===== src/hw/rtl/ste_pkg.sv =====
// Shared types and codes for the sorted table engine.
// No dependencies.
`default_nettype none

package ste_pkg;

    typedef enum logic [1:0] {
        OP_INSERT = 2'd0,
        OP_DELETE = 2'd1,
        OP_SEARCH = 2'd2,
        OP_CLEAR  = 2'd3
    } t_op;

    typedef enum logic [1:0] {
        ST_DONE      = 2'd0,
        ST_FULL      = 2'd1,
        ST_NOT_FOUND = 2'd2,
        ST_EMPTY     = 2'd3
    } t_status;

    // One finished result beat, at the fixed port widths.
    typedef struct packed {
        t_status            status;
        logic [7:0]         found_index;
        logic [7:0]         fill_count;
        logic signed [31:0] smallest;
        logic signed [31:0] largest;
    } t_result;

endpackage

`default_nettype wire


===== src/hw/rtl/sorted_table_engine_unit.sv =====
// Top level of the sorted table engine: sequencer, entry store, result register.
// Depends on ste_pkg, ste_mem and ste_ctrl.
//
//   channel   | handshake            | payload
//   ----------+----------------------+------------------------------------------
//   request   | i_valid / o_ready    | i_op, i_value
//   result    | o_valid / i_ready    | o_status, o_found_index, o_fill_count,
//             |                      | o_smallest, o_largest
//
// Passes: insert, delete and search scan the stored entries, while clear and
// rejected requests do not. A pass is paced by the single read port of the
// entry store: each pass touches one entry per cycle.
// Reset: i_rst_n low at a clock edge empties the table and drops o_valid; the
// entry store itself is not cleared, entries past the fill count are ignored.
// Stalls: a finished beat waits in the result register while the next request
// is taken; the sequencer holds its own result only if that register is full.
`default_nettype none

module sorted_table_engine_unit
    import ste_pkg::*;
#(
    parameter int CAPACITY      = 128,
    parameter int ELEMENT_WIDTH = 32
) (
    input  wire logic               i_clk,
    input  wire logic               i_rst_n,
    input  wire logic               i_valid,
    output logic                    o_ready,
    input  wire logic [1:0]         i_op,
    input  wire logic signed [31:0] i_value,
    output logic                    o_valid,
    input  wire logic               i_ready,
    output logic [1:0]              o_status,
    output logic [7:0]              o_found_index,
    output logic [7:0]              o_fill_count,
    output logic signed [31:0]      o_smallest,
    output logic signed [31:0]      o_largest
);

    localparam int AW = $clog2(CAPACITY);

    logic                     w_res_valid;
    logic                     w_res_take;
    t_result                  w_res;
    logic                     w_mem_we;
    logic [AW-1:0]            w_mem_waddr;
    logic [ELEMENT_WIDTH-1:0] w_mem_wdata;
    logic                     w_mem_re;
    logic [AW-1:0]            w_mem_raddr;
    logic [ELEMENT_WIDTH-1:0] w_mem_rdata;

    logic                     r_out_valid;
    t_result                  r_out;

    ste_ctrl #(
        .CAPACITY      (CAPACITY),
        .ELEMENT_WIDTH (ELEMENT_WIDTH)
    ) u_ctrl (
        .i_clk       (i_clk),
        .i_rst_n     (i_rst_n),
        .i_valid     (i_valid),
        .o_ready     (o_ready),
        .i_op        (i_op),
        .i_value     (i_value),
        .o_res_valid (w_res_valid),
        .i_res_take  (w_res_take),
        .o_res       (w_res),
        .o_mem_we    (w_mem_we),
        .o_mem_waddr (w_mem_waddr),
        .o_mem_wdata (w_mem_wdata),
        .o_mem_re    (w_mem_re),
        .o_mem_raddr (w_mem_raddr),
        .i_mem_rdata (w_mem_rdata)
    );

    ste_mem #(
        .DEPTH (CAPACITY),
        .WIDTH (ELEMENT_WIDTH)
    ) u_mem (
        .i_clk   (i_clk),
        .i_we    (w_mem_we),
        .i_waddr (w_mem_waddr),
        .i_wdata (w_mem_wdata),
        .i_re    (w_mem_re),
        .i_raddr (w_mem_raddr),
        .o_rdata (w_mem_rdata)
    );

    // result register loads when empty or being drained this cycle
    assign w_res_take = w_res_valid && (!r_out_valid || i_ready);

    always_ff @(posedge i_clk) begin
        if (!i_rst_n) begin
            r_out_valid <= 1'b0;
        end else if (w_res_take) begin
            r_out_valid <= 1'b1;
        end else if (i_ready) begin
            r_out_valid <= 1'b0;
        end
    end

    always_ff @(posedge i_clk) begin
        if (w_res_take) begin
            r_out <= w_res;
        end
    end

    assign o_valid       = r_out_valid;
    assign o_status      = r_out.status;
    assign o_found_index = r_out.found_index;
    assign o_fill_count  = r_out.fill_count;
    assign o_smallest    = r_out.smallest;
    assign o_largest     = r_out.largest;

endmodule

`default_nettype wire


===== src/hw/rtl/ste_mem.sv =====
// Entry store: one write port, one read port, registered read data.
// Depends on nothing.
`default_nettype none

module ste_mem #(
    parameter int DEPTH = 128,
    parameter int WIDTH = 32
) (
    input  wire logic                     i_clk,
    input  wire logic                     i_we,
    input  wire logic [$clog2(DEPTH)-1:0] i_waddr,
    input  wire logic [WIDTH-1:0]         i_wdata,
    input  wire logic                     i_re,
    input  wire logic [$clog2(DEPTH)-1:0] i_raddr,
    output logic      [WIDTH-1:0]         o_rdata
);

    logic [WIDTH-1:0] r_mem [DEPTH];
    logic [WIDTH-1:0] r_rdata;

    // read-old on a same-address collision; the sequencer never relies on it
    always_ff @(posedge i_clk) begin
        if (i_we) begin
            r_mem[i_waddr] <= i_wdata;
        end
        if (i_re) begin
            r_rdata <= r_mem[i_raddr];
        end
    end

    assign o_rdata = r_rdata;

endmodule

`default_nettype wire


===== src/hw/rtl/ste_ctrl.sv =====
// Sequencer: scans and shifts the entry store one entry per cycle.
// Depends on ste_pkg; drives ste_mem.
`default_nettype none

module ste_ctrl
    import ste_pkg::*;
#(
    parameter int CAPACITY      = 128,
    parameter int ELEMENT_WIDTH = 32
) (
    input  wire logic                                i_clk,
    input  wire logic                                i_rst_n,
    input  wire logic                                i_valid,
    output logic                                     o_ready,
    input  wire logic [1:0]                          i_op,
    input  wire logic signed [31:0]                  i_value,
    output logic                                     o_res_valid,
    input  wire logic                                i_res_take,
    output t_result                                  o_res,
    output logic                                     o_mem_we,
    output logic [$clog2(CAPACITY)-1:0]              o_mem_waddr,
    output logic [ELEMENT_WIDTH-1:0]                 o_mem_wdata,
    output logic                                     o_mem_re,
    output logic [$clog2(CAPACITY)-1:0]              o_mem_raddr,
    input  wire logic [ELEMENT_WIDTH-1:0]            i_mem_rdata
);

    localparam int AW = $clog2(CAPACITY);
    localparam int CW = $clog2(CAPACITY + 1);
    localparam int EW = ELEMENT_WIDTH;

    typedef enum logic [7:0] {
        S_IDLE = 8'b0000_0001,
        S_INS  = 8'b0000_0010,
        S_PUT  = 8'b0000_0100,
        S_SCAN = 8'b0000_1000,
        S_LO   = 8'b0001_0000,
        S_HI   = 8'b0010_0000,
        S_CAP  = 8'b0100_0000,
        S_OUT  = 8'b1000_0000
    } t_state;

    t_state               r_state, n_state;
    logic [CW-1:0]        r_count, n_count;
    t_op                  r_op, n_op;
    logic signed [EW-1:0] r_val, n_val;
    logic [CW-1:0]        r_k, n_k;        // next address to read
    logic                 r_more, n_more;  // reads left to issue
    logic                 r_pend, n_pend;  // read data arrives this cycle
    logic [CW-1:0]        r_j, n_j;        // address of arriving data
    logic                 r_found, n_found;
    logic [CW-1:0]        r_pos, n_pos;
    t_status              r_status, n_status;
    logic [CW-1:0]        r_index, n_index;
    logic [EW-1:0]        r_lo, n_lo;
    logic [EW-1:0]        r_hi, n_hi;

    logic [EW+31:0]       w_v_ext;
    logic signed [EW-1:0] w_v;
    logic signed [EW-1:0] w_rd;
    logic [CW-1:0]        w_j_up;
    logic [CW-1:0]        w_j_dn;
    logic [CW-1:0]        w_cnt_m1;
    logic                 w_last;
    logic [EW+31:0]       w_lo_ext;
    logic [EW+31:0]       w_hi_ext;
    logic [CW+7:0]        w_idx_ext;
    logic [CW+7:0]        w_cnt_ext;

    // 32-bit field, sign-extended, then narrowed to the element width
    assign w_v_ext  = {{EW{i_value[31]}}, i_value};
    assign w_v      = w_v_ext[EW-1:0];
    assign w_rd     = i_mem_rdata;
    assign w_j_up   = r_j + CW'(1);
    assign w_j_dn   = r_j - CW'(1);
    assign w_cnt_m1 = r_count - CW'(1);
    assign w_last   = (r_j == w_cnt_m1);

    assign o_ready  = (r_state == S_IDLE);

    always_comb begin
        n_state     = r_state;
        n_count     = r_count;
        n_op        = r_op;
        n_val       = r_val;
        n_k         = r_k;
        n_more      = r_more;
        n_pend      = 1'b0;
        n_j         = r_j;
        n_found     = r_found;
        n_pos       = r_pos;
        n_status    = r_status;
        n_index     = r_index;
        n_lo        = r_lo;
        n_hi        = r_hi;
        o_mem_we    = 1'b0;
        o_mem_waddr = r_pos[AW-1:0];
        o_mem_wdata = r_val;
        o_mem_re    = 1'b0;
        o_mem_raddr = r_k[AW-1:0];

        case (r_state)
            S_IDLE: begin
                if (i_valid) begin
                    n_op     = t_op'(i_op);
                    n_val    = w_v;
                    n_status = ST_DONE;
                    n_index  = '0;
                    n_found  = 1'b0;
                    n_more   = 1'b1;
                    n_pos    = '0;
                    case (t_op'(i_op))
                        OP_INSERT: begin
                            if (r_count == CW'(CAPACITY)) begin
                                n_status = ST_FULL;
                                n_state  = S_LO;
                            end else if (r_count == '0) begin
                                n_state = S_PUT;
                            end else begin
                                n_k     = w_cnt_m1;
                                n_state = S_INS;
                            end
                        end
                        OP_DELETE, OP_SEARCH: begin
                            if (r_count == '0) begin
                                n_status = ST_EMPTY;
                                n_state  = S_LO;
                            end else begin
                                n_k     = '0;
                                n_state = S_SCAN;
                            end
                        end
                        default: begin
                            n_count = '0;
                            n_state = S_LO;
                        end
                    endcase
                end
            end

            // top-down pass: shift larger entries up one, stop at the slot
            S_INS: begin
                o_mem_re = r_more;
                if (r_more) begin
                    n_pend = 1'b1;
                    n_j    = r_k;
                    if (r_k == '0) begin
                        n_more = 1'b0;
                    end else begin
                        n_k = r_k - CW'(1);
                    end
                end
                if (r_pend) begin
                    if (w_rd > r_val) begin
                        o_mem_we    = 1'b1;
                        o_mem_waddr = w_j_up[AW-1:0];
                        o_mem_wdata = i_mem_rdata;
                        if (r_j == '0) begin
                            n_pos   = '0;
                            n_pend  = 1'b0;
                            n_state = S_PUT;
                        end
                    end else begin
                        n_pos   = w_j_up;
                        n_pend  = 1'b0;
                        n_state = S_PUT;
                    end
                end
            end

            S_PUT: begin
                o_mem_we    = 1'b1;
                o_mem_waddr = r_pos[AW-1:0];
                o_mem_wdata = r_val;
                n_count     = r_count + CW'(1);
                n_index     = r_pos + CW'(1);
                n_state     = S_LO;
            end

            // bottom-up pass: find the first match; delete then pulls the
            // rest down one place
            S_SCAN: begin
                o_mem_re = r_more;
                if (r_more) begin
                    n_pend = 1'b1;
                    n_j    = r_k;
                    if (r_k == w_cnt_m1) begin
                        n_more = 1'b0;
                    end else begin
                        n_k = r_k + CW'(1);
                    end
                end
                if (r_pend) begin
                    if (!r_found) begin
                        if (w_rd == r_val) begin
                            n_found = 1'b1;
                            n_pos   = r_j;
                            n_index = w_j_up;
                            if (r_op == OP_SEARCH) begin
                                n_state = S_LO;
                            end else if (w_last) begin
                                n_count = w_cnt_m1;
                                n_state = S_LO;
                            end
                        end else if (w_last) begin
                            n_status = ST_NOT_FOUND;
                            n_state  = S_LO;
                        end
                    end else begin
                        o_mem_we    = 1'b1;
                        o_mem_waddr = w_j_dn[AW-1:0];
                        o_mem_wdata = i_mem_rdata;
                        if (w_last) begin
                            n_count = w_cnt_m1;
                            n_state = S_LO;
                        end
                    end
                end
            end

            S_LO: begin
                o_mem_re    = 1'b1;
                o_mem_raddr = '0;
                n_state     = S_HI;
            end

            S_HI: begin
                n_lo        = i_mem_rdata;
                o_mem_re    = 1'b1;
                o_mem_raddr = w_cnt_m1[AW-1:0];
                n_state     = S_CAP;
            end

            S_CAP: begin
                n_hi    = i_mem_rdata;
                n_state = S_OUT;
            end

            S_OUT: begin
                if (i_res_take) begin
                    n_state = S_IDLE;
                end
            end

            default: begin
                n_state = S_IDLE;
            end
        endcase
    end

    always_ff @(posedge i_clk) begin
        if (!i_rst_n) begin
            r_state <= S_IDLE;
            r_count <= '0;
        end else begin
            r_state <= n_state;
            r_count <= n_count;
        end
    end

    always_ff @(posedge i_clk) begin
        r_op     <= n_op;
        r_val    <= n_val;
        r_k      <= n_k;
        r_more   <= n_more;
        r_pend   <= n_pend;
        r_j      <= n_j;
        r_found  <= n_found;
        r_pos    <= n_pos;
        r_status <= n_status;
        r_index  <= n_index;
        r_lo     <= n_lo;
        r_hi     <= n_hi;
    end

    assign w_lo_ext  = {{32{r_lo[EW-1]}}, r_lo};
    assign w_hi_ext  = {{32{r_hi[EW-1]}}, r_hi};
    assign w_idx_ext = {8'd0, r_index};
    assign w_cnt_ext = {8'd0, r_count};

    assign o_res_valid       = (r_state == S_OUT);
    assign o_res.status      = r_status;
    assign o_res.found_index = w_idx_ext[7:0];
    assign o_res.fill_count  = w_cnt_ext[7:0];
    assign o_res.smallest    = (r_count == '0) ? 32'sd0 : w_lo_ext[31:0];
    assign o_res.largest     = (r_count == '0) ? 32'sd0 : w_hi_ext[31:0];

endmodule

`default_nettype wire


===== config.mk =====
export PLATFORM = sky130hd
export DESIGN_NAME = sorted_table_engine_unit
export DESIGN_NICKNAME = d
export VERILOG_FILES = /design/src/hw/rtl/ste_pkg.sv /design/src/hw/rtl/sorted_table_engine_unit.sv /design/src/hw/rtl/ste_mem.sv /design/src/hw/rtl/ste_ctrl.sv
export SDC_FILE = /design/constraint.sdc
export NUM_CORES = 2
export LEC_CHECK = 0
export CAP_MARGIN = 20
export CORE_MARGIN = 3
export CORE_UTILIZATION = 25
export CTS_CLUSTER_DIAMETER = 100
export DETAILED_ROUTE_END_ITERATION = 12
export DONT_BUFFER_PORTS = 1
export HOLD_SLACK_MARGIN = 0.15
export SLEW_MARGIN = 5
export SYNTH_ARGS = -nofsm -noshare
export SYNTH_HDL_FRONTEND = slang
export SYNTH_SLANG_ARGS = --single-unit

===== constraint.sdc =====
create_clock -name i_clk -period 12.5 [get_ports i_clk]
set_input_delay 1.25 -clock i_clk [delete_from_list [all_inputs] [get_ports i_clk]]
set_output_delay 1.25 -clock i_clk [all_outputs]
set_load 0.01 [all_outputs]

Word-level counts from Yosys, hierarchy flattened
Memory sizes are Yosys's and may differ from the RTL's. A register that Yosys moved wholly into a read port is not among the register bits.
Index checks and enable logic that the tools add are counted.
- multiplexer cells: 91
- equal/unequal tests: 35
- add/subtract/negate cells: 7
- reduce and logical (&&, ||, !) cells: 25
- order comparisons: 1
- operators by type and width (operator ; number):
    $mux 8 ; 36
    $mux 32 ; 4
    $pmux 8 s3 ; 4
    $pmux 32 s2 ; 1
    $pmux 8 s8 ; 1
    $add 8x1->8 const B ; 4
    $eq 32x32->1 ; 1
    $gt 32x32->1 ; 1
    $pmux 8 s2 ; 2
    $mux 7 ; 4
    $pmux 7 s2 ; 2
    $logic_not 8->1 ; 3
    $mux 1 ; 22
    $eq 8x8->1 ; 2
    $eq 8x8->1 const B ; 2
    $sub 8x1->8 const B ; 2
    $ne 2x1->1 const B ; 7
    $mux 2 ; 6
    $ne 2x2->1 const B ; 6
    $ne 3x3->1 const B ; 4
    $reduce_and 6->1 ; 2
    $reduce_and 10->1 ; 1
    $reduce_and 5->1 ; 2
    $eq 8x1->1 const B ; 1
    27 further kinds ; 39
- memories: 1
- bits in writable memories: 4096
- word-level logic and storage cells: 180
- bits in registers: 234
- bits of input ports: 38
- memory list (name ; depth ; width ; read ports ; clocked after memory_dff ; wr ports ; RTL line ; text):
    u_mem.r_mem ; 128 ; 32 ; 1 ; 1 ; 1 ; ste_mem.sv:18 ; logic [WIDTH-1:0] r_mem [DEPTH];

Longest topological paths before layout
- word-level depth: 8
- depth in mapped cells: 17
- gate-level depth less buffers: 13

Hierarchy
From an unflattened synthesis, not the netlist that was laid out.
- cell total of the unflattened synthesis: 6864
- area, all modules: 167528.2 sq um
- by module, submodules not included (module ; cells each ; instances ; area an instance (sq um) ; sequential area each (sq um)):
    ste_mem ; 5990 ; 1 ; 156596.4 ; 123958.9
    ste_ctrl ; 788 ; 1 ; 8421.8 ; 4364.2
    sorted_table_engine_unit ; 86 ; 1 ; 2509.9 ; 2482.4

Worst setup path before layout
No wires, ideal clock.
- path type: flip-flop to flip-flop
- start point: reg u_mem.r_rdata[31] (netlist: u_mem.o_rdata[31]) (read register of u_mem.r_mem)
- end point: mem u_mem.r_mem[0][31], data pin
- buffers on the path: 2
- cell stages (with the launch flop): 11
- setup slack: 3.623 ns
- setup time: 1.198 ns
- required time: 11.302 ns
- arrival: 7.679 ns
- path through: edfxtp_1 -> ha_1 -> nand4_1 -> or2_0 -> or3_1 -> a31oi_2 -> nor4_4 -> or3_1 -> buf_2 -> clkbuf_1 -> o21ai_0
- word-level cells in the longest chain between the ends: 4
- elaborated cells on any way between the ends: 6
- RTL lines (element ; RTL line ; text):
    start, declared ; ste_mem.sv:19 ; logic [WIDTH-1:0] r_rdata;
    $gt 32x32->1 ; ste_ctrl.sv:154 ; if (w_rd > r_val) begin
    $mux 32 ; ste_ctrl.sv:154 ;
    $mux 32 ; ste_ctrl.sv:153 ; if (r_pend) begin
    $pmux 32 s2 * ; ste_ctrl.sv:102 ; case (r_state)
    named net u_ctrl.o_mem_wdata[31] ; ste_ctrl.sv:22 ; output logic [ELEMENT_WIDTH-1:0] o_mem_wdata,
    end, declared ; ste_mem.sv:18 ;
Mark *: on every way through the listed nets, which the timed path passes. The rest lies on a longest branch.

Worst setup path in the final report
- start point: reg u_ctrl.r_count[0]
- end point: reg u_mem.r_rdata[3] (netlist: u_mem.o_rdata[3]) (read register of u_mem.r_mem), data pin
- word-level cells in the longest chain between the ends: 2
- RTL lines (element ; RTL line ; text):
    start, declared ; ste_ctrl.sv:44 ; logic [CW-1:0] r_count, n_count;
    start signal, assigned ; ste_ctrl.sv:257 ; r_count <= n_count;
    $sub 8x1->8 ; ste_ctrl.sv:76 ; assign w_cnt_m1 = r_count - CW'(1);
    $pmux 7 s2 ; ste_ctrl.sv:102 ;
Every way passes these cells.
A chain may end at the register's enable or synchronous reset.

==> results.md <==
- RSZ-0062 raised after global routing: false
- Drt wl/cell: between 20 and 30 µm
- Status: finished clean
- Largest net degree at the start of global routing: 136
- Worst vdd ir: 0.269 mV
- Synth Area in Compound Gates: between 5 and 6%
- Clock transition at the registers of the reported paths: 60 ps
- Critical Path RT: 13250 ps
- Die span in y: 835 µm
- DRT antenna net count: 0
- Die X: 835 µm
- Post-layout worst setup margin: 5160 ps
- Slew Limit Headroom: between 15 and 20%
- DRC viols: 0
- Cell Area, Synth: 172000 µm²
- Clock latency on the worst-skew pair: 1010 ps
- Tot Pwr: roughly 47 mW
- Total track usage: 15.3%
- Power per cell area: 236 nW/µm²
- Final period utilization: roughly 59%
- Setup_tns: 0 ps
- TritonCTS clock tree: built
- Clk sink count: 4362
- Final WL: 559 mm
- Hold_buf cts: 0
- # IOs: 122
- Synth Flop Type: edfxtp_1
- Via Count: 102k
- H-Tree Depth: 5
- Number of detailed-route iterations in the first pass: 6
- Worst slew pin tran: 1260 ps
- Arr. time, crit path: around 8100 ps
- CTS Buffer Depth: 4
- Unique cell type count in the Yosys netlist: 100
- Avg Inst Size Synth: 16.6 µm²
- DIE AREA: 697000 µm²
- Hold Path Class: in2reg
- Vias in the first global route: around 95k
- Post-Synth XOR/XNOR Area: 0.219%
- Pins over their slew limit: 0
- Final Skew: 81.6 ps
- Initial antenna violation count: 39
- Setup violators final: 0
- Mapped Cells: 10.3k
- Worst setup SP type: register
- Synth Area in Adders: 0.354%
- LEAKAGE: ~62 nW
- Row count: slightly above 300
- Critical path class: reg2reg
- Post-CTS Setup Bufs: 0
- Post-Place Setup Slack: 5430 ps
- Post-CTS Resized: 0
- Starting Density: around a quarter
- Port-buffer cells: 0
- Layout cells sized above 1: 16.0%
- #FFs+latches synth: 4362
- Num CTS Buffers: approximately 440
- Largest family of logic cells by synthesized area: multiplexers
- Final core utilization: a little under 30%
- Vias per inst: between 5 and 6
- Area grow syn2layout: 16.1%
- Post-route cell area: between 150000 and 200000 µm²
- First-pass GRT wire length: between 700 and 800 mm
- Post-Synth Simple-Gate Area: roughly 7.3%
- Mapped Nets: roughly 10k
- Gpl congestion: roughly 0.88
- Crit end category: register
- Max-capacitance violation count: 0
- Post-synthesis mux area share: 8.28%
- Clock root cell: clkbuf_16
- Core Region: 682000 µm²
- Initial DRC Count: 15.8k
- Synth Warn #: 0
- Overflow after GRT: 0
- Final Hold Fails: 0
- Async S/R FF share, synth: 0%
- Post-synth EDFFs: 4344
- # fillers: 67.0k
- Highest Clock Rate: 0.136 GHz
- Tmin final: 7340 ps
- Crit Path Max Fanout: 41
- Final HPWL DP: 317 mm
- Sequential-to-total area share from yosys stat: between 70% and 80%
- Cell Area, Placed: 185000 µm²
- Nets: 10.7k
-- worst paths after layout --
kind	from	to	slack (ps)	depth (start not counted)
setup reg to reg	u_ctrl.r_count[0]$_SDFFE_PN0P_	u_mem.o_rdata[3]$_DFFE_PP_	5160	14
setup / recovery	u_ctrl.r_count[0]$_SDFFE_PN0P_	u_mem.o_rdata[3]$_DFFE_PP_	5160	14
hold reg to reg	u_ctrl.r_index[5]$_DFFE_PP_	o_found_index[5]$_DFFE_PP_	420	0
hold / removal	i_value[7]	u_ctrl.r_val[7]$_DFFE_PP_	330	0
-- report_power, final --
part	leakage [nW]	internal [mW]	total (mW)	switching, mW
registers	39.3	17.0	17.2	0.143
logic	16.2	4.75	16.7	12.0
clock network	6.90	7.48	13.1	5.62
total	62.4	29.3	47.0	17.7
-- sequential cells by signal, indices dropped and copies added, names as in the netlist --
| name | cells |
|---|---|
| o_status | 2 |
| u_ctrl.r_k | 8 |
| u_ctrl.r_index | 8 |
| o_smallest | 32 |
| u_ctrl.r_j | 8 |
| u_ctrl.r_hi | 32 |
| u_mem.o_rdata | 32 |
| u_ctrl.r_status | 2 |
| u_ctrl.r_found | 1 |
| u_ctrl.r_lo | 32 |
| o_fill_count | 8 |
| u_ctrl.r_op | 2 |
| o_valid | 1 |
| u_mem.r_mem | 4096 |
| o_largest | 32 |
| u_ctrl.r_more | 1 |
| o_found_index | 8 |
| u_ctrl.r_pos | 8 |
| u_ctrl.r_count | 8 |
| u_ctrl.r_state | 8 |
| u_ctrl.r_val | 32 |
| u_ctrl.r_pend | 1 |
-- layout by cell type (no fill, tap or decap), types with 30 or more instances in the layout --
cell       instances
nand4_1           54
buf_4            409
clkbuf_1         106
mux4_2           387
bufinv_16         43
clkbuf_16        448
nor2_1            70
nand2_1         1638
nand3_1          659
a21oi_1          399
clkinv_1         112
ha_1              47
inv_1             59
nor2b_1           76
clkinv_2          67
a22oi_1           63
o221ai_1         171
o21ai_0          157
buf_12            31
a31oi_1          115
o211ai_1          31
a32oi_1           54
nor2_4           139
diode_2           30
nor3_1            94
mux2_2            40
mux2i_1          494
o21ai_4           34
o22ai_1           61
edfxtp_1        4344
-- logic make-up after synthesis --
group / Yosys count
flip-flops: 4362
AND/OR/NAND/NOR: 2881
AO/OA/AOI/OAI: 1382
multiplexers: 926
buffers and inverters: 685
adder cells (fa/ha/maj): 48
XOR/XNOR: 43
-- area by class of cell --
type                    instances  area [µm²]  share of cell area [%]
flip-flops and latches       4362      131000                    65.6
clock inverters               254        2500                    1.25
diodes                         30        75.1                  0.0377
inverters                      61         229                   0.115
well taps                    8997       11300                    5.65
clock buffers                 559       11700                    5.86
multi-input cells            5280       38800                    19.5
repair buffers                457        3940                    1.98
-- critical path, cell delays in order (launching register included) --
cell	delay, ps
dfxtp_1	580
inv_1	230
ha_1	450
or4b_1	520
o22ai_1	450
a21o_4	620
buf_4	560
nand2_4	490
buf_12	350
buf_4	430
o221ai_1	410
a32oi_1	160
o21ai_0	710
nand2_1	460
nor4_1	490
-- synth_stat cells, drive strengths merged (7+ instances only) --
cell	number	area share, %
a311oi	10	0.051
nor3	105	0.32
mux2	40	0.26
a41oi	20	0.11
o2111ai	14	0.071
mux2i	496	2.9
nand4	54	0.20
o31ai	23	0.10
o22ai	62	0.23
clkbuf	314	0.69
o211ai	31	0.14
nand2b	11	0.040
xnor2	29	0.15
a2111oi	26	0.13
nor2b	77	0.28
o21ai	222	0.66
nand2	1647	3.6
a32oi	54	0.28
nor2	214	0.47
o221a	7	0.046
dfxtp	18	0.21
o221ai	172	0.88
and3	29	0.11
a32o	19	0.11
mux4	390	5.1
a221oi	33	0.20
a22oi	64	0.28
buf	310	1.4
xor2	14	0.071
a21oi	403	1.2
a211oi	28	0.13
a21o	8	0.035
nand3	667	2.0
nor4	34	0.15
edfxtp	4344	76
a31oi	118	0.43
inv	59	0.13
ha	47	0.34
-- per-layer routing --
metal	up-vias	part of all wire, %	wire [µm]	global-route usage [%]
met5	-	0.018	103	0
met4	16	4.7	26300	6.28
met3	981	13	70400	4.12
met2	6547	44	246000	23.2
met1	52800	39	216000	20.8
li1	41200	-	-	-
-- stage by stage --
step | hold slack (ps) | instances
6_report | 332 | 20000
5_1_grt | 299 | 20000
4_1_cts | 274 | 20000
3_5_place_dp | 405 | 19100
3_3_place_gp | 401 | 19100
2_1_floorplan | 400 | 10300
No activity file was read; power rests on OpenSTA's default activity.
